**config.mk**
```make
export PLATFORM = sky130hd
export DESIGN_NAME = i2c_register_access_master_unit_flat
export DESIGN_NICKNAME = d
export VERILOG_FILES = /design/src/sv/i2cm_pkg.sv /design/src/sv/i2cm_cmd_if.sv /design/src/sv/i2cm_res_if.sv /design/src/sv/i2cm_cfg_if.sv /design/src/sv/i2cm_core.sv /design/src/sv/i2cm_out_stage.sv /design/src/sv/i2c_register_access_master_unit.sv /design/src/flat_wrapper.sv
export SDC_FILE = /design/constraint.sdc
export NUM_CORES = 1
export LEC_CHECK = 0
export ABC_AREA = 1
export BUFFER_PORTS_ARGS = -buffer_cell sky130_fd_sc_hd__buf_4
export CORE_MARGIN = 3
export CORE_UTILIZATION = 59
export CTS_CLUSTER_SIZE = 40
export DETAILED_ROUTE_END_ITERATION = 10
export PLACE_DENSITY_LB_ADDON = 0.15
export SLEW_MARGIN = 20
export SYNTH_ARGS = -nofsm -noshare
export SYNTH_HDL_FRONTEND = slang
export SYNTH_SLANG_ARGS = --single-unit
```
**constraint.sdc**
```tcl
create_clock -name clk -period 5.1 [get_ports clk]
set_input_delay 0.51 -clock clk [delete_from_list [all_inputs] [get_ports clk]]
set_output_delay 0.51 -clock clk [all_outputs]
set_load 0.01 [all_outputs]
```
**src/sv/i2cm_pkg.sv**
```systemverilog
// shared types and constants for the i2c register access master
// no dependencies; used by the interfaces, core, output stage and top level
`default_nettype none

package i2cm_pkg;

  localparam int MAX_BURST = 16;
  localparam int BURST_W   = $clog2(MAX_BURST + 1);

  localparam int BITS_PER_BYTE = 8;
  localparam logic [7:0] MSB_MASK = 8'h80;
  localparam logic [7:0] READ_BIT = 8'h01;

  localparam logic [6:0]  DEVICE_ADDRESS_RST = 7'd104;
  localparam logic [15:0] HALF_PERIOD_RST    = 16'd50;

  // command codes
  localparam logic [1:0] MODE_WRITE = 2'd1;
  localparam logic [1:0] MODE_READ  = 2'd2;

  // configuration register indexes
  localparam int CFG_IDX_W = 1;
  localparam logic [CFG_IDX_W-1:0] REG_DEVICE_ADDRESS = 1'd0;
  localparam logic [CFG_IDX_W-1:0] REG_HALF_PERIOD    = 1'd1;

  typedef enum logic [3:0] {
    PH_IDLE,
    PH_START_A,
    PH_START_B,
    PH_TX_LO,
    PH_TX_HI,
    PH_TACK_LO,
    PH_TACK_HI,
    PH_RX_LO,
    PH_RX_HI,
    PH_MACK_LO,
    PH_MACK_HI,
    PH_RS_LO,
    PH_STOP_LO,
    PH_STOP_HI,
    PH_STOP_END
  } phase_t;

  typedef enum logic [1:0] {
    ST_ADDR_W,
    ST_REG,
    ST_DATA,
    ST_ADDR_R
  } stage_t;

  typedef struct packed {
    logic [1:0] mode;
    logic [7:0] reg_addr;
    logic [7:0] write_data;
    logic [4:0] read_count;
    logic       sda_in;
  } cmd_t;

  typedef struct packed {
    logic        scl_out;
    logic        sda_out;
    logic        busy_res;
    logic        byte_valid;
    logic [7:0]  read_byte;
    logic        word_valid;
    logic [15:0] read_word;
    logic        ack_bit;
    logic        last_byte;
  } res_t;

  typedef struct packed {
    logic [CFG_IDX_W-1:0] index;
    logic [15:0]          data;
  } cfg_t;

endpackage

`default_nettype wire

```
**src/sv/i2cm_cmd_if.sv**
```systemverilog
// command channel: valid/ready handshake carrying one tick's input word
// depends on i2cm_pkg
`default_nettype none

interface i2cm_cmd_if;
  logic              valid;
  logic              ready;
  i2cm_pkg::cmd_t    data;

  modport source (output valid, output data, input ready);
  modport sink   (input valid, input data, output ready);
endinterface

`default_nettype wire

```
**src/sv/i2cm_res_if.sv**
```systemverilog
// result channel: valid/ready handshake carrying one tick's output word
// depends on i2cm_pkg
`default_nettype none

interface i2cm_res_if;
  logic              valid;
  logic              ready;
  i2cm_pkg::res_t    data;

  modport source (output valid, output data, input ready);
  modport sink   (input valid, input data, output ready);
endinterface

`default_nettype wire

```
**src/sv/i2cm_cfg_if.sv**
```systemverilog
// configuration write channel: register index and write data
// depends on i2cm_pkg
`default_nettype none

interface i2cm_cfg_if;
  logic              valid;
  logic              ready;
  i2cm_pkg::cfg_t    data;

  modport source (output valid, output data, input ready);
  modport sink   (input valid, input data, output ready);
endinterface

`default_nettype wire

```
**src/sv/i2cm_core.sv**
```systemverilog
// bus sequencer: advances the i2c state by one tick per accepted word
// and forms that tick's result word; depends on i2cm_pkg
`default_nettype none

module i2cm_core (
  input  wire logic            clk,
  input  wire logic            rst,
  input  wire logic            acc,
  input  wire i2cm_pkg::cmd_t  cmd,
  input  wire logic [6:0]      device_address,
  input  wire logic [15:0]     half_period_ticks,
  output i2cm_pkg::res_t       res
);
  import i2cm_pkg::*;

  phase_t             phase, phase_next;
  stage_t             stage, stage_next;
  logic [15:0]        tick_count, tick_count_next;
  logic [3:0]         bit_count, bit_count_next;
  logic [7:0]         shift_reg, shift_reg_next;
  logic [BURST_W-1:0] bytes_left, bytes_left_next;
  logic [7:0]         held_high_byte, held_high_byte_next;
  logic [1:0]         cmd_mode, cmd_mode_next;
  logic [7:0]         cmd_reg, cmd_reg_next;
  logic [7:0]         cmd_low, cmd_low_next;
  logic               ack_held, ack_held_next;

  logic               rx_done;
  logic               rx_odd;
  logic [15:0]        tick_inc;
  logic [3:0]         bit_inc;
  logic [4:0]         rc_sat;
  logic [7:0]         addr_byte;

  assign tick_inc  = tick_count + 16'd1;
  assign bit_inc   = bit_count + 4'd1;
  assign addr_byte = {device_address, 1'b0};

  always_comb begin
    rc_sat = cmd.read_count;
    if (rc_sat == 5'd0) begin
      rc_sat = 5'd1;
    end
    if (32'(rc_sat) > MAX_BURST) begin
      rc_sat = 5'(MAX_BURST);
    end
  end

  // next state
  always_comb begin
    phase_next          = phase;
    stage_next          = stage;
    tick_count_next     = tick_count;
    bit_count_next      = bit_count;
    shift_reg_next      = shift_reg;
    bytes_left_next     = bytes_left;
    held_high_byte_next = held_high_byte;
    cmd_mode_next       = cmd_mode;
    cmd_reg_next        = cmd_reg;
    cmd_low_next        = cmd_low;
    ack_held_next       = ack_held;
    rx_done             = 1'b0;
    rx_odd              = 1'b0;

    if (phase == PH_IDLE) begin
      if (cmd.mode == MODE_WRITE || cmd.mode == MODE_READ) begin
        cmd_mode_next = cmd.mode;
        cmd_reg_next  = cmd.reg_addr;
        cmd_low_next  = cmd.write_data;
        if (cmd.mode == MODE_READ) begin
          cmd_low_next    = 8'(rc_sat);
          bytes_left_next = BURST_W'(rc_sat);
        end
        stage_next      = ST_ADDR_W;
        phase_next      = PH_START_A;
        tick_count_next = 16'd0;
      end
    end else begin
      tick_count_next = tick_inc;
      if (tick_inc >= half_period_ticks) begin
        tick_count_next = 16'd0;
        case (phase)
          PH_START_A: phase_next = PH_START_B;
          PH_START_B: begin
            shift_reg_next = (stage == ST_ADDR_R) ? (addr_byte | READ_BIT) : addr_byte;
            bit_count_next = 4'd0;
            phase_next     = PH_TX_LO;
          end
          PH_TX_LO: phase_next = PH_TX_HI;
          PH_TX_HI: begin
            shift_reg_next = {shift_reg[6:0], 1'b0};
            bit_count_next = bit_inc;
            phase_next     = (32'(bit_inc) >= BITS_PER_BYTE) ? PH_TACK_LO : PH_TX_LO;
          end
          PH_TACK_LO: phase_next = PH_TACK_HI;
          PH_TACK_HI: begin
            ack_held_next = cmd.sda_in;
            case (stage)
              ST_ADDR_W: begin
                stage_next     = ST_REG;
                shift_reg_next = cmd_reg;
                bit_count_next = 4'd0;
                phase_next     = PH_TX_LO;
              end
              ST_REG: begin
                if (cmd_mode == MODE_WRITE) begin
                  stage_next     = ST_DATA;
                  shift_reg_next = cmd_low;
                  bit_count_next = 4'd0;
                  phase_next     = PH_TX_LO;
                end else begin
                  phase_next = PH_RS_LO;
                end
              end
              ST_DATA: phase_next = PH_STOP_LO;
              default: begin
                shift_reg_next = 8'd0;
                bit_count_next = 4'd0;
                phase_next     = PH_RX_LO;
              end
            endcase
          end
          PH_RS_LO: begin
            stage_next = ST_ADDR_R;
            phase_next = PH_START_A;
          end
          PH_RX_LO: phase_next = PH_RX_HI;
          PH_RX_HI: begin
            shift_reg_next = {shift_reg[6:0], cmd.sda_in};
            bit_count_next = bit_inc;
            if (32'(bit_inc) >= BITS_PER_BYTE) begin
              rx_done = 1'b1;
              // byte index parity: burst length minus bytes still to come
              rx_odd  = cmd_low[0] ^ bytes_left[0];
              if (!rx_odd) begin
                held_high_byte_next = shift_reg_next;
              end
              if (bytes_left != '0) begin
                bytes_left_next = bytes_left - BURST_W'(1);
              end
              phase_next = PH_MACK_LO;
            end else begin
              phase_next = PH_RX_LO;
            end
          end
          PH_MACK_LO: phase_next = PH_MACK_HI;
          PH_MACK_HI: begin
            if (bytes_left == '0) begin
              phase_next = PH_STOP_LO;
            end else begin
              shift_reg_next = 8'd0;
              bit_count_next = 4'd0;
              phase_next     = PH_RX_LO;
            end
          end
          PH_STOP_LO: phase_next = PH_STOP_HI;
          PH_STOP_HI: phase_next = PH_STOP_END;
          default:    phase_next = PH_IDLE;
        endcase
      end
    end
  end

  // outputs: line drive follows the updated state
  always_comb begin
    res = '0;
    res.busy_res = (phase_next != PH_IDLE);
    res.ack_bit  = ack_held_next;
    case (phase_next)
      PH_START_A: {res.scl_out, res.sda_out} = 2'b11;
      PH_START_B: {res.scl_out, res.sda_out} = 2'b10;
      PH_TX_LO:   {res.scl_out, res.sda_out} = {1'b0, |(shift_reg_next & MSB_MASK)};
      PH_TX_HI:   {res.scl_out, res.sda_out} = {1'b1, |(shift_reg_next & MSB_MASK)};
      PH_TACK_LO: {res.scl_out, res.sda_out} = 2'b01;
      PH_TACK_HI: {res.scl_out, res.sda_out} = 2'b11;
      PH_RX_LO:   {res.scl_out, res.sda_out} = 2'b01;
      PH_RX_HI:   {res.scl_out, res.sda_out} = 2'b11;
      PH_MACK_LO: {res.scl_out, res.sda_out} = {1'b0, bytes_left_next == '0};
      PH_MACK_HI: {res.scl_out, res.sda_out} = {1'b1, bytes_left_next == '0};
      PH_RS_LO:   {res.scl_out, res.sda_out} = 2'b01;
      PH_STOP_LO: {res.scl_out, res.sda_out} = 2'b00;
      PH_STOP_HI: {res.scl_out, res.sda_out} = 2'b10;
      default:    {res.scl_out, res.sda_out} = 2'b11;
    endcase
    if (rx_done) begin
      res.byte_valid = 1'b1;
      res.read_byte  = shift_reg_next;
      res.last_byte  = (bytes_left_next == '0);
      if (rx_odd) begin
        res.word_valid = 1'b1;
        res.read_word  = {held_high_byte, shift_reg_next};
      end
    end
  end

  always_ff @(posedge clk) begin
    if (rst) begin
      phase          <= PH_IDLE;
      stage          <= ST_ADDR_W;
      tick_count     <= '0;
      bit_count      <= '0;
      shift_reg      <= '0;
      bytes_left     <= '0;
      held_high_byte <= '0;
      cmd_mode       <= '0;
      cmd_reg        <= '0;
      cmd_low        <= '0;
      ack_held       <= 1'b0;
    end else if (acc) begin
      phase          <= phase_next;
      stage          <= stage_next;
      tick_count     <= tick_count_next;
      bit_count      <= bit_count_next;
      shift_reg      <= shift_reg_next;
      bytes_left     <= bytes_left_next;
      held_high_byte <= held_high_byte_next;
      cmd_mode       <= cmd_mode_next;
      cmd_reg        <= cmd_reg_next;
      cmd_low        <= cmd_low_next;
      ack_held       <= ack_held_next;
    end
  end

`ifndef SYNTHESIS
  a_byte_from_rx: assert property (@(posedge clk) disable iff (rst)
    acc && res.byte_valid |-> phase == PH_RX_HI)
    else $error("received byte outside receive high half");
  a_word_has_byte: assert property (@(posedge clk) disable iff (rst)
    res.word_valid |-> res.byte_valid)
    else $error("word reported without its byte");
  a_bit_count_range: assert property (@(posedge clk) disable iff (rst)
    32'(bit_count) <= BITS_PER_BYTE)
    else $error("bit count past a byte");
  a_read_loads_burst: assert property (@(posedge clk) disable iff (rst)
    acc && phase == PH_IDLE && cmd.mode == MODE_READ |=>
      bytes_left != '0 && 32'(bytes_left) <= MAX_BURST)
    else $error("read burst length out of range");
`endif

endmodule

`default_nettype wire

```
**src/sv/i2cm_out_stage.sv**
```systemverilog
// result register with a skid entry so a word can be taken while the
// previous result waits downstream; depends on i2cm_pkg
`default_nettype none

module i2cm_out_stage (
  input  wire logic           clk,
  input  wire logic           rst,
  input  wire logic           in_valid,
  output logic                in_ready,
  input  wire i2cm_pkg::res_t in_data,
  output logic                out_valid,
  input  wire logic           out_ready,
  output i2cm_pkg::res_t      out_data
);
  import i2cm_pkg::*;

  logic skid_valid;
  res_t skid_data;
  logic in_fire;
  logic out_free;

  assign in_ready = !skid_valid;
  assign in_fire  = in_valid && in_ready;
  assign out_free = !out_valid || out_ready;

  always_ff @(posedge clk) begin
    if (rst) begin
      out_valid  <= 1'b0;
      skid_valid <= 1'b0;
    end else if (out_free) begin
      if (skid_valid) begin
        out_valid  <= 1'b1;
        skid_valid <= 1'b0;
      end else begin
        out_valid  <= in_fire;
      end
    end else if (in_fire) begin
      skid_valid <= 1'b1;
    end
  end

  always_ff @(posedge clk) begin
    if (out_free) begin
      out_data <= skid_valid ? skid_data : in_data;
    end
    if (!out_free && in_fire) begin
      skid_data <= in_data;
    end
  end

`ifndef SYNTHESIS
  a_skid_needs_out: assert property (@(posedge clk) disable iff (rst)
    skid_valid |-> out_valid)
    else $error("skid entry held with empty result register");
  a_skid_moves_up: assert property (@(posedge clk) disable iff (rst)
    skid_valid && out_ready |=> out_valid && !skid_valid)
    else $error("skid entry not moved to result register");
  a_stall_fills_skid: assert property (@(posedge clk) disable iff (rst)
    out_valid && !out_ready && in_fire |=> skid_valid)
    else $error("word accepted under stall was not kept");
`endif

endmodule

`default_nettype wire

```
**src/sv/i2c_register_access_master_unit.sv**
```systemverilog
// i2c register access master: one word per bus tick in, one result word out.
// a result is registered in the output register, or in the skid entry on a stall.
// throughput: one word per cycle while the skid entry is empty.
// a skid entry takes one more word while the result side stalls.
// reset (synchronous): bus idle with both lines released, device address 104,
// half period 50 ticks, acknowledge bit 0; no clearing pass is needed.
`default_nettype none

module i2c_register_access_master_unit (
  input  wire logic clk,
  input  wire logic rst,
  i2cm_cmd_if.sink  cmd,
  i2cm_res_if.source res,
  i2cm_cfg_if.sink  cfg
);
  import i2cm_pkg::*;

  logic [6:0]  device_address;
  logic [15:0] half_period_ticks;
  logic        acc;
  res_t        step_res;

  assign cfg.ready = 1'b1;

  always_ff @(posedge clk) begin
    if (rst) begin
      device_address    <= DEVICE_ADDRESS_RST;
      half_period_ticks <= HALF_PERIOD_RST;
    end else if (cfg.valid) begin
      case (cfg.data.index)
        REG_DEVICE_ADDRESS: device_address    <= cfg.data.data[6:0];
        REG_HALF_PERIOD:    half_period_ticks <= cfg.data.data;
        default: ;
      endcase
    end
  end

  assign acc = cmd.valid && cmd.ready;

  i2cm_core u_core (
    .clk               (clk),
    .rst               (rst),
    .acc               (acc),
    .cmd               (cmd.data),
    .device_address    (device_address),
    .half_period_ticks (half_period_ticks),
    .res               (step_res)
  );

  i2cm_out_stage u_out (
    .clk       (clk),
    .rst       (rst),
    .in_valid  (cmd.valid),
    .in_ready  (cmd.ready),
    .in_data   (step_res),
    .out_valid (res.valid),
    .out_ready (res.ready),
    .out_data  (res.data)
  );

endmodule

`default_nettype wire

```
**src/flat_wrapper.sv**
```systemverilog
// flat-port wrapper written by rule: the top's interface ports become plain ports
module i2c_register_access_master_unit_flat import i2cm_pkg::*;
  (clk, rst, cmd_valid, cmd_data, cmd_ready, res_valid, res_data, res_ready, cfg_valid, cfg_data, cfg_ready);
  i2cm_cmd_if cmd_i ();
  i2cm_res_if res_i ();
  i2cm_cfg_if cfg_i ();
  input  wire logic clk;
  input  wire logic rst;
  input wire logic [$bits(cmd_i.valid)-1:0] cmd_valid;
  input wire logic [$bits(cmd_i.data)-1:0] cmd_data;
  output wire logic [$bits(cmd_i.ready)-1:0] cmd_ready;
  output wire logic [$bits(res_i.valid)-1:0] res_valid;
  output wire logic [$bits(res_i.data)-1:0] res_data;
  input wire logic [$bits(res_i.ready)-1:0] res_ready;
  input wire logic [$bits(cfg_i.valid)-1:0] cfg_valid;
  input wire logic [$bits(cfg_i.data)-1:0] cfg_data;
  output wire logic [$bits(cfg_i.ready)-1:0] cfg_ready;
  assign cmd_i.valid = cmd_valid;
  assign cmd_i.data = cmd_data;
  assign cmd_ready = cmd_i.ready;
  assign res_valid = res_i.valid;
  assign res_data = res_i.data;
  assign res_i.ready = res_ready;
  assign cfg_i.valid = cfg_valid;
  assign cfg_i.data = cfg_data;
  assign cfg_ready = cfg_i.ready;
  i2c_register_access_master_unit u_core (.clk(clk), .rst(rst), .cmd(cmd_i), .res(res_i), .cfg(cfg_i));
endmodule
```
---- After elaboration in Yosys (flattened, before gate mapping) ----
Index checks and enable logic that the tools add are counted.
word-level totals
  memories ................................ 0
  input port bits ......................... 46
  register bits ........................... 153
  memory bits (writable) .................. 0
  memory bits (read-only) ................. 0
  word-level logic and storage cells ...... 162
  bits in latches ......................... 0
operators by class
  bitwise operators ....................... 4
  shifts and indexed selects .............. 0
  order comparisons ....................... 3
  mux-type cells .......................... 56
  reduce and logical (&&, ||, !) cells .... 28
  multiply operators ...................... 0
  divide/modulo/power cells ............... 0
  $add $sub $neg .......................... 3
  eq/ne operators ......................... 35
operators by type and width
  operator                 count
  $pmux W4 S13             1
  $mux W16                 3
  $mux W5                  9
  $eq A4 B4 Y1 const B     11
  $mux W8                  5
  $pmux W8 S5              1
  $mux W4                  8
  $mux W31                 1
  $eq A4 B3 Y1 const B     7
  $mux W26                 1
  $pmux W8 S3              1
  $mux W17                 1
  $add A16 B1 Y16 const B  1
  $eq A4 B2 Y1 const B     4
  $ge A16 B16 Y1           1
  $pmux W4 S4              1
  $logic_not A5 Y1         3
  $mux W1                  14
  $pmux W2 S7              1
  $pmux W4 S3              1
  $reduce_and A6 Y1        2
  $mux W2                  4
  $pmux W2 S2              2
  $pmux W4 S2              1
  other kinds (29)         45

---- Depth between registers and ports, before layout ----
Gate-level depths: netlist of the first run.
  word-level depth ........................ 10
  depth in mapped cells ................... 24

---- Modules after synthesis ----
From an unflattened synthesis of the first run, not the netlist that was laid out.
unflattened totals
  cells, all modules ...................... 1026
  area, all modules ....................... 8044.0 sq um
by module, submodules not included
  module                           area an instance (sq um)  times used  sequential area each (sq um)  cells each
  i2cm_core                        4720.8                    1           1321.3                        735
  i2cm_out_stage                   2438.6                    1           1901.8                        175
  i2c_register_access_master_unit  884.6                     1           460.4                         116

---- Worst setup path before layout of the first run ----
OpenSTA, ideal clock, no wires.
  kind .................................... reg2reg
  from .................................... register u_core.u_core.tick_count[0]
  to ...................................... register u_core.u_out.out_data[29] (netlist name), data pin
  clock period less this slack ............ 3329 ps
  setup slack ............................. 1771 ps
  data required time ...................... 4846 ps
  stages on the path, launching flop included .. 25
  path buffers ............................ 1
  library setup time ...................... 254 ps
  arrival ................................. 3075 ps
  cell sequence ........................... dfxtp_1 -> nand3_1 -> nor3_2 -> nand3_1 -> nor2_1 -> nand3_1 -> nor2_1 -> nand3_1 -> xnor2_1 -> ha_1 -> a21oi_1 -> o21ai_0 -> nor2_4 -> nand2_4 -> buf_4 -> inv_1 -> nand2_1 -> nand3_1 -> nand2_1 -> nand2_1 -> inv_1 -> nand3_1 -> nand3_2 -> nand2_1 -> nand2_1
RTL lines
  what                    RTL line              text
  from (decl)             i2cm_core.sv:18       logic [15:0] tick_count, tick_count_next;
  from (signal assigned)  i2cm_core.sv:212      tick_count <= tick_count_next;
  to (signal assigned)    i2cm_out_stage.sv:44  out_data <= skid_valid ? skid_data : in_data;
  to (decl)               i2cm_out_stage.sv:13  output i2cm_pkg::res_t out_data

---- Final worst setup path of the first run ----
  from .................................... register u_core.u_core.tick_count[0]
  to ...................................... register u_core.u_out.out_data[8] (netlist name), data pin
between the ends
  word-level cells in the longest chain between the ends .. 7
  elaborated cells between the ends (all ways) .. 11
RTL lines
  what                                RTL line              text
  $add A16 B1 Y16 (*)                 i2cm_core.sv:35       assign tick_inc = tick_count + 16'd1;
  $ge A16 B16 Y1 (*)                  i2cm_core.sv:80       if (tick_inc >= half_period_ticks) begin
  $mux W8 or $mux W1 (tied branches)  i2cm_core.sv:80
  $mux W8 or $mux W1 (tied branches)  i2cm_core.sv:65       if (phase == PH_IDLE) begin
  $mux W17                            i2cm_core.sv:189      if (rx_odd) begin
  $mux W26 (*)                        i2cm_core.sv:185      if (rx_done) begin
  $mux W31 (*)                        i2cm_out_stage.sv:44
Mark *: on every way between the ends. The rest lies on a longest branch, timed or not.
A chain may end at the register's enable or synchronous reset.

==> summary.md, run 1 <==
The run finished with clean final reports. For this design, the sink count on the clock tree is 153. The port buffer count is 78.

The number of global-route vias before repair came out at 6002. After detailed placement, the total cell area comes to 8348 um^2. The DRC violation count after routing is 0.

The tools report the final standard cell count with taps included and fillers excluded as 1204. In the global route stage, met2 resource usage came out at 40.82%. The setup path with the least slack is of type reg2reg. Cell count after placement: 1172.

The detailed router finished its first iteration with 627 violations. After synthesis, the share of flip-flops with an asynchronous set or reset is 0%. The number of iterations in the first detailed-routing pass came out at 6. The relative slew slack came out at 41.96%. The final route contains 6522 vias. For this design the static power due to leakage is 3.907 nW. The clock network burns 42.7% of the power.

The tools report the area inside the core boundary as 12310 um^2. For the pin with the worst max-slew slack, the measured transition is 0.8674 ns. The final critical-path required period is 3.974 ns, and the final setup TNS is 0 ns.

The most common cell in the synthesized netlist is sky130_fd_sc_hd__nand2_1. After global routing, the most crowded layer is met2. The largest total area in the synthesized netlist belongs to sky130_fd_sc_hd__edfxtp_1. The logs give 12.3% for the power share of the combinational group and 0.009105 ns for the final clock skew. Counting the buffers created by CTS gives 17. Site row count: 40. The cell sitting at the root of the clock tree is a sky130_fd_sc_hd__clkbuf_16. Each instance of the synthesized netlist takes up on average 8.022 um^2.

Based on the critical path, the design can be clocked at up to 0.2516 GHz. The peak ir drop on the vdd network is 0.1778 mV. Counting along the longest clock path gives a buffer depth of 2. Summed over all nets, the half-perimeter wirelength after detailed placement is 12.55 mm. The number of hold-repair buffers added at the cts stage is 0, and the number of cells upsized or downsized after cts is 0.

Number of antenna repair diodes: 0. The sequential group share of total power was 45.0%; the share of the yosys chip area belonging to registers was 48.23%. Ranked by total cell area, the synthesized netlist is headed by sky130_fd_sc_hd__edfxtp_1, sky130_fd_sc_hd__dfxtp_1, sky130_fd_sc_hd__nand2_1. Counting instances, the worst hold path has a depth of 3. The number of hold-slack violations in the final timing report came out at 0. The wire length of the first global-routing pass is 29.19 mm, and the post-synthesis sequential element count is 153. Routability-driven placement finished with a final weighted congestion of 0.9695. The routed via count divided by cell count is 5.417. Switching power summed over all nets: 0.0007561 W.

The count of flip-flops with a built-in enable after synthesis came out at 62. Synthesis instantiated 40 different standard cells from the library. Power spread over the standard cell area amounts to 339.3 nW/um^2. The share of total power consumed by net switching is 24.88%, and the final-stage net count is 1089. By count the netlist is led by sky130_fd_sc_hd__nand2_1, sky130_fd_sc_hd__inv_1, sky130_fd_sc_hd__o21ai_0, sky130_fd_sc_hd__nor2_1, sky130_fd_sc_hd__dfxtp_1. For this run, global-route usage on met3 was measured as 5.184%. Once the floorplan was initialized, standard cells occupied 62.03% of the core. The routed wirelength normalized by instance count works out to 14.55 um.

Setup repair after global routing left no endpoint under its margin. After routing the design area is 8956 um^2. The most used flip-flop cell after synthesis is sky130_fd_sc_hd__dfxtp_1. The path class of the tightest hold or removal check is in2reg. The net count after synthesis is 1018, and the worst endpoint data arrival time is 4.12 ns. The clock-pin transition on the worst setup and hold timing paths is 0.06 ns, and the die boundary width is 119.8 um. The tools report the nature of the critical path startpoint as a register. Synthesis produced a netlist whose cell count is 952. Setup violations remaining at the end of the flow were counted as 0.

Once the clock tree was built, the setup fixing pass inserted 0 buffers. The synthesis-to-finish area growth is 17.27%, and the number of levels the H-tree was split into is 4. Along the worst path, the maximum fanout reaches 16.

In the global route stage, met1 resource usage came out at 33.98%. The die span in y was 119.8 um; the max-cap check violation count was 0. The final layout contains routed wiring with a total length of 17.51 mm.

The synthesized netlist occupies a cell area of 7637 um^2. The max-slew violation count was 0. In this run the biggest area consumer among cell types represents 24.38% of the synthesized area. The run gives 0 as the global route total overflow. STA classifies the critical path endpoint as a register.

The fraction of final layout cells sized beyond drive strength 1 was 15.83%; the internal power was 0.002283 W. The detail route stage leaves a number of antenna-violating nets equal to 0. The largest registers in the layout are u_core.u_out.out_data x31, u_core.u_out.skid_data x31. In the global route stage, overall resource usage came out at 25.30%.

Final period utilization: 77.93%. The required time at the worst-slack endpoint came out at 5.25 ns. Entering global routing, the biggest net connects 53 pins.

TritonCTS built the clock tree. Initial antenna violation count: 0. The clock latency at the later pin of the worst-skew pair was 0.43 ns. For this design the top-level I/O count stands at 80.

The die covers 14350 um^2. The tools report the number of synthesis warnings as 0. The number of cells on the worst reg-to-reg path is 18.
cells by family (layout without fill, tap and decap cells):
kind of cell             count (synthesis)  after routing  synth area share (%)
AND/OR/NAND/NOR                        368            368                 22.02
other                                    1              1               0.04910
buffers and inverters                  165            249                 8.322
AO/OA/AOI/OAI                          227            227                 16.04
XOR/XNOR                                18             18                 2.064
flip-flops                             153            153                 48.23
adder cells (fa/ha/maj)                 20             20                 3.277
layer usage:
| layer | part of all wire [%] | vias up |
|---|---|---|
| met1 | 45 | 2951 |
| met2 | 47 | 220 |
| li1 | - | 3311 |
| met3 | 5.8 | 40 |
| met4 | 2.1 | 0 |
| met5 | 0 | - |
critical path, stage by stage (launching register included):
cell and delay [ns]:
sky130_fd_sc_hd__dfxtp_1 0.42, sky130_fd_sc_hd__nand3_1 0.15, sky130_fd_sc_hd__nor3_2 0.19, sky130_fd_sc_hd__nand3_1 0.16, sky130_fd_sc_hd__nor2_1 0.19, sky130_fd_sc_hd__nand3_1 0.15, sky130_fd_sc_hd__nor2_1 0.18, sky130_fd_sc_hd__nand3_1 0.11
sky130_fd_sc_hd__xnor2_1 0.16, sky130_fd_sc_hd__ha_1 0.33, sky130_fd_sc_hd__nand2_1 0.06, sky130_fd_sc_hd__o21ai_0 0.29, sky130_fd_sc_hd__nor2_4 0.12, sky130_fd_sc_hd__nand2_4 0.20, sky130_fd_sc_hd__nand2_1 0.14, sky130_fd_sc_hd__nor3_4 0.31
sky130_fd_sc_hd__o21ai_0 0.25, sky130_fd_sc_hd__inv_1 0.17, sky130_fd_sc_hd__o21ai_0 0.10
through the flow:
| stage | total power [W] | setup WS [ns] | utilization [%] | hold WS, ns |
|---|---|---|---|---|
| global placement | 0.001753 | 1.358 | 67.80 | 0.4476 |
| detailed placement | 0.001761 | 1.169 | 67.80 | 0.4524 |
| floorplan | 0.001632 | 1.771 | - | 0.4292 |
| finish | 0.003039 | 1.126 | 72.74 | 0.3074 |
| global route | 0.003159 | 0.6533 | 72.74 | 0.3109 |
| CTS | 0.003049 | 1.137 | 72.74 | 0.2954 |
power by group through the flow:
stage | registers [W] | logic, W | clock network, W
after global placement | 0.00139 | 0.000362 | 0
after floorplan | 0.00139 | 0.000239 | 0
after detailed placement | 0.00139 | 0.000367 | 0
after CTS | 0.00137 | 0.000371 | 0.00131
final | 0.00137 | 0.000373 | 0.00130
after global routing | 0.00137 | 0.000418 | 0.00137
final timing paths:
kind / startpoint / endpoint / slack (ns)
setup / recovery: u_core.u_core.tick_count[0]$_SDFFE_PP0P_ / u_core.u_out.out_data[8]$_DFFE_PP_ / 1.13
hold / removal: cmd_data[15] / u_core.u_core.cmd_reg[1]$_SDFFE_PP0P_ / 0.31
setup reg to reg: u_core.u_core.tick_count[0]$_SDFFE_PP0P_ / u_core.u_out.out_data[8]$_DFFE_PP_ / 1.13
hold reg to reg: u_core.half_period_ticks[8]$_SDFFE_PP0P_ / u_core.half_period_ticks[8]$_SDFFE_PP0P_ / 0.46
placed cells by master, fill, tap and decap left out, types with 6 or more instances in the layout:
master,netlist,routed
sky130_fd_sc_hd__a21oi_1,73,73
sky130_fd_sc_hd__a22oi_1,15,15
sky130_fd_sc_hd__a31oi_1,7,7
sky130_fd_sc_hd__buf_4,2,85
sky130_fd_sc_hd__clkbuf_16,0,17
sky130_fd_sc_hd__clkinv_1,4,7
sky130_fd_sc_hd__dfxtp_1,91,91
sky130_fd_sc_hd__edfxtp_1,62,62
sky130_fd_sc_hd__ha_1,20,20
sky130_fd_sc_hd__inv_1,116,116
sky130_fd_sc_hd__inv_2,12,12
sky130_fd_sc_hd__nand2_1,169,169
sky130_fd_sc_hd__nand2_2,8,8
sky130_fd_sc_hd__nand3_1,48,48
sky130_fd_sc_hd__nand4_1,7,7
sky130_fd_sc_hd__nor2_1,98,97
sky130_fd_sc_hd__nor2_2,8,9
sky130_fd_sc_hd__nor2_4,6,6
sky130_fd_sc_hd__nor3_1,6,6
sky130_fd_sc_hd__o211ai_1,7,7
sky130_fd_sc_hd__o21ai_0,112,112
sky130_fd_sc_hd__xnor2_1,6,6
sky130_fd_sc_hd__xor2_1,12,12
layout make-up:
cell class              instances  area, um^2
clock buffers                  19       432.9
clock inverters                13       175.2
fillers                       985        3356
inverters                     132       495.5
multi-input cells             634        3321
flip-flops and latches        153        3684
well taps                     168       210.2
repair buffers                 85       638.1
(Power assumes the default switching activity.)
==> run 2, diff against run 1 <==
==> constraint.sdc (replaced) <==
create_clock -name clk -period 4.1 [get_ports clk]
set_input_delay 0.41 -clock clk [delete_from_list [all_inputs] [get_ports clk]]
set_output_delay 0.41 -clock clk [all_outputs]
set_load 0.01 [all_outputs]
==> run 2 against run 1 <==
Compared with the run above:
- register-to-register slack worse by 0.78 ns
- non-clock buffer count grew 7
- critical path depth increased by 1
- utilization increased by 0.48 points
- sequential share of layout area shrank 0.25 points
- clock-buffer cell count is 7 higher
- cell area is 0.66% higher
- sequential power increased by 24%
- die area did not move
- global-route usage increased by 0.18 points
- highest routed layer unchanged
==> summary.md, run 2 (synthesized netlist as in run 1, its figures left out) <==
The run finished with clean final reports. The final-stage net count came out at 1096 (was 1089). The final critical-path required period was 3.751 ns (was 3.974 ns).

Most frequent cells in the layout: sky130_fd_sc_hd__nand2_1, sky130_fd_sc_hd__inv_1, sky130_fd_sc_hd__o21ai_0, sky130_fd_sc_hd__nor2_1, sky130_fd_sc_hd__buf_4 (was sky130_fd_sc_hd__nand2_1, sky130_fd_sc_hd__inv_1, sky130_fd_sc_hd__o21ai_0, sky130_fd_sc_hd__nor2_1, sky130_fd_sc_hd__dfxtp_1). The routed via count divided by cell count came out at 5.419 (was 5.417). The cell family with the largest share of critical-path delay is simple AND/OR/NAND/NOR gates (unchanged). The worst hold path class was in2reg (unchanged).

The initial antenna violation count is 0 (unchanged), and the largest net degree at the start of global routing is 47 (was 53). The final period utilization was 91.50% (was 77.93%). The routed wirelength normalized by instance count is 14.61 um (was 14.55 um).

The area inside the core boundary was 12310 um^2 (unchanged); the placed wire-length estimate was 12.52 mm (was 12.55 mm). The number of iterations in the first detailed-routing pass came out at 5 (was 6). For the maximum clock path buffer count, the log shows 2 (unchanged).

The logs give 0 (unchanged) for the number of antenna repair diodes and 0.007268 ns (was 0.009105 ns) for the final clock skew. The wire length of the first global-routing pass came out at 29.59 mm (was 29.19 mm). Final setup TNS: 0 ns (unchanged). For the TritonCTS buffer count, the log shows 17 (unchanged). For the count of boundary I/O pins, the log shows 80 (unchanged).

The cell with the biggest individual delay on the critical path is sky130_fd_sc_hd__dfxtp_1 (unchanged). TritonCTS built the clock tree. The total power per unit cell area came out at 412.3 nW/um^2 (was 339.3 nW/um^2). The number of buffer and inverter stages on the critical path works out to 2 (was 1). The highest cell delay on the worst timing path was 0.38 ns (was 0.42 ns); the total routing usage reported by global routing was 25.48% (was 25.30%).

The logs give 0.2072 ns (was 0.3074 ns) for the worst slack on hold paths and 6198 (was 6002) for the number of global-route vias before repair. The count of endpoints failing setup in the final report was 0 (unchanged). Setup repair after global routing left no endpoint under its margin. Critical path endpoint category: a register (unchanged).

Upper clock frequency limit: 0.2666 GHz (was 0.2516 GHz). For the number of clock sinks, the log shows 153 (unchanged). The most frequent standard cell in the layout excluding fill and tap cells is sky130_fd_sc_hd__nand2_1 (unchanged).

The clock-pin transition on the worst setup and hold timing paths was 0.06 ns (about the same); the DRC violation count after routing was 0 (unchanged). For the routability-driven placement congestion ratio, the log shows 0.9323 (was 0.9695). The slew at the pin closest to its max-slew limit was 0.7337 ns (was 0.8674 ns).

For the required time at the worst-slack endpoint, the log shows 4.26 ns (was 5.25 ns). The die span in y is 119.8 um (unchanged). The die boundary width works out to 119.8 um (unchanged). The fraction of final layout cells sized beyond drive strength 1 was 17.35% (was 15.83%).

The final wirelength is 17.69 mm (was 17.51 mm), and the synthesis-to-finish area growth is 18.04% (was 17.27%). The fill cell instance count of the final layout was 982 (was 985); the global route total overflow was 0 (unchanged). The max-slew violation count came out at 0 (unchanged). The max-cap check violation count was 0 (unchanged). Port buffer count: 78 (unchanged). The nature of the critical path startpoint is a register (unchanged). The starting density of the core was 62.03% (unchanged).

The number of hold-slack violations in the final timing report is 0 (unchanged), and the number of levels the H-tree was split into is 4 (unchanged). The maximum fanout encountered on the critical timing path was 16 (unchanged). Registers with the highest flip-flop counts: u_core.u_out.out_data x31, u_core.u_out.skid_data x31 (unchanged). The tools report the antenna violation net count after detailed routing as 0 (unchanged). Critical path class: reg2reg (unchanged). The tools report the root cell of the clock tree as sky130_fd_sc_hd__clkbuf_16 (unchanged).

The number of DRC markers after the initial detailed-route iteration was 632 (was 627). Cell type with the highest occurrence count on the critical path: sky130_fd_sc_hd__nand3_1 (unchanged). The area enclosed by the die boundary was 14350 um^2 (unchanged). The run gives 50.97% (was 41.96%) as the relative slew slack. Total vias in the final route: 6562 (was 6522). Worst-path cell chain: nand3_1 > nor3_2 > nand3_1 > nor2_2 > nand3_1 > nor2_2 > nand3_1 > xnor2_1 > ha_1 > nand4_1 > nor2_1 > nand2_2 > nand2_8 > nand2_1 > nor3_4 > clkbuf_2 > o21ai_1 > inv_1 > o21ai_0 (was nand3_1 > nor3_2 > nand3_1 > nor2_1 > nand3_1 > nor2_1 > nand3_1 > xnor2_1 > ha_1 > nand2_1 > o21ai_0 > nor2_4 > nand2_4 > nand2_1 > nor3_4 > o21ai_0 > inv_1 > o21ai_0). The site row count is 40 (unchanged).

The clock latency at the later pin of the worst-skew pair is 0.43 ns (about the same). The worst endpoint data arrival time is 3.91 ns (was 4.12 ns), and the peak ir drop on the vdd network is 0.2128 mV (was 0.1778 mV). Leakage dissipation: 3.939 nW (was 3.907 nW).
-- run 2: cell count changes in the layout (fill, tap and decap cells not counted), moves of 2 or more --
cell                        change
sky130_fd_sc_hd__nor2_2         +2
sky130_fd_sc_hd__clkinv_1       -3
sky130_fd_sc_hd__nor3_1         -2
sky130_fd_sc_hd__nor2_1         -2
sky130_fd_sc_hd__o21ai_0        -4
sky130_fd_sc_hd__buf_4          +6
sky130_fd_sc_hd__nor3_2         +2
sky130_fd_sc_hd__clkbuf_8       +4
sky130_fd_sc_hd__bufinv_16      -3
sky130_fd_sc_hd__o21ai_1        +4
-- run 2: area by class of cell --
type                    count  area (um^2)  share of cell area [%]
flip-flops and latches    153         3685                   40.87
multi-input cells         634         3351                   37.17
repair buffers             92        688.2                   7.634
clock buffers              26        524.3                   5.815
inverters                 132        495.5                   5.496
well taps                 168        210.2                   2.332
clock inverters             6        61.31                  0.6801
-- run 2: power by group --
group          switching [W]  leakage [nW]  internal [W]
registers          0.0000416          1.37       0.00166
logic               0.000296          2.28      0.000171
clock network       0.000606         0.289      0.000942
total               0.000944          3.94       0.00277
-- run 2: repair_timing --
item                       4_1_cts  5_1_grt
hold buffers                     0        0
setup endpoints to repair        0       69
setup buffers                    0        4
resized for setup                0       13
-- run 2: metal layers --
metal	vias to the layer above	wire length, um	track usage [%]
met3	28	1108	5.231
met2	234	8397	41.98
met1	2982	7872	33.73
li1	3318	-	-
met4	0	315	8.447
met5	-	0	0
-- run 2: stage by stage --
step | instance area [um^2] | utilization [%] | power (W) | instances | setup slack [ns]
5_1_grt | 9015 | 73.22 | 0.003863 | 1211 | 0.01656
4_1_cts | 8956 | 72.74 | 0.003720 | 1207 | 0.08358
6_report | 9015 | 73.22 | 0.003717 | 1211 | 0.3486
2_1_floorplan | 7637 | - | 0.002030 | 952 | 0.7709
3_3_place_gp | 8371 | 67.99 | 0.002182 | 1175 | 0.3386
3_5_place_dp | 8371 | 67.99 | 0.002192 | 1175 | 0.1784
-- run 2: worst min-delay path: cells and delay by family --
family | cells | cell delay (ns)
buffers and inverters | 1 | 0.08
and+or+nand+nor | 2 | 0.11
-- run 2: final timing paths --
path / startpoint / endpoint / slack [ns] / cells after the start
worst max-delay path: u_core.u_core.tick_count[2]$_SDFFE_PP0P_ / u_core.u_out.out_data[22]$_DFFE_PP_ / 0.35 / 19
worst min-delay path: cmd_data[21] / u_core.u_core.cmd_reg[7]$_SDFFE_PP0P_ / 0.21 / 3
worst max register to register: u_core.u_core.tick_count[2]$_SDFFE_PP0P_ / u_core.u_out.out_data[22]$_DFFE_PP_ / 0.35 / 19
worst min register to register: u_core.half_period_ticks[2]$_SDFFE_PP0P_ / u_core.half_period_ticks[2]$_SDFFE_PP0P_ / 0.46 / 2
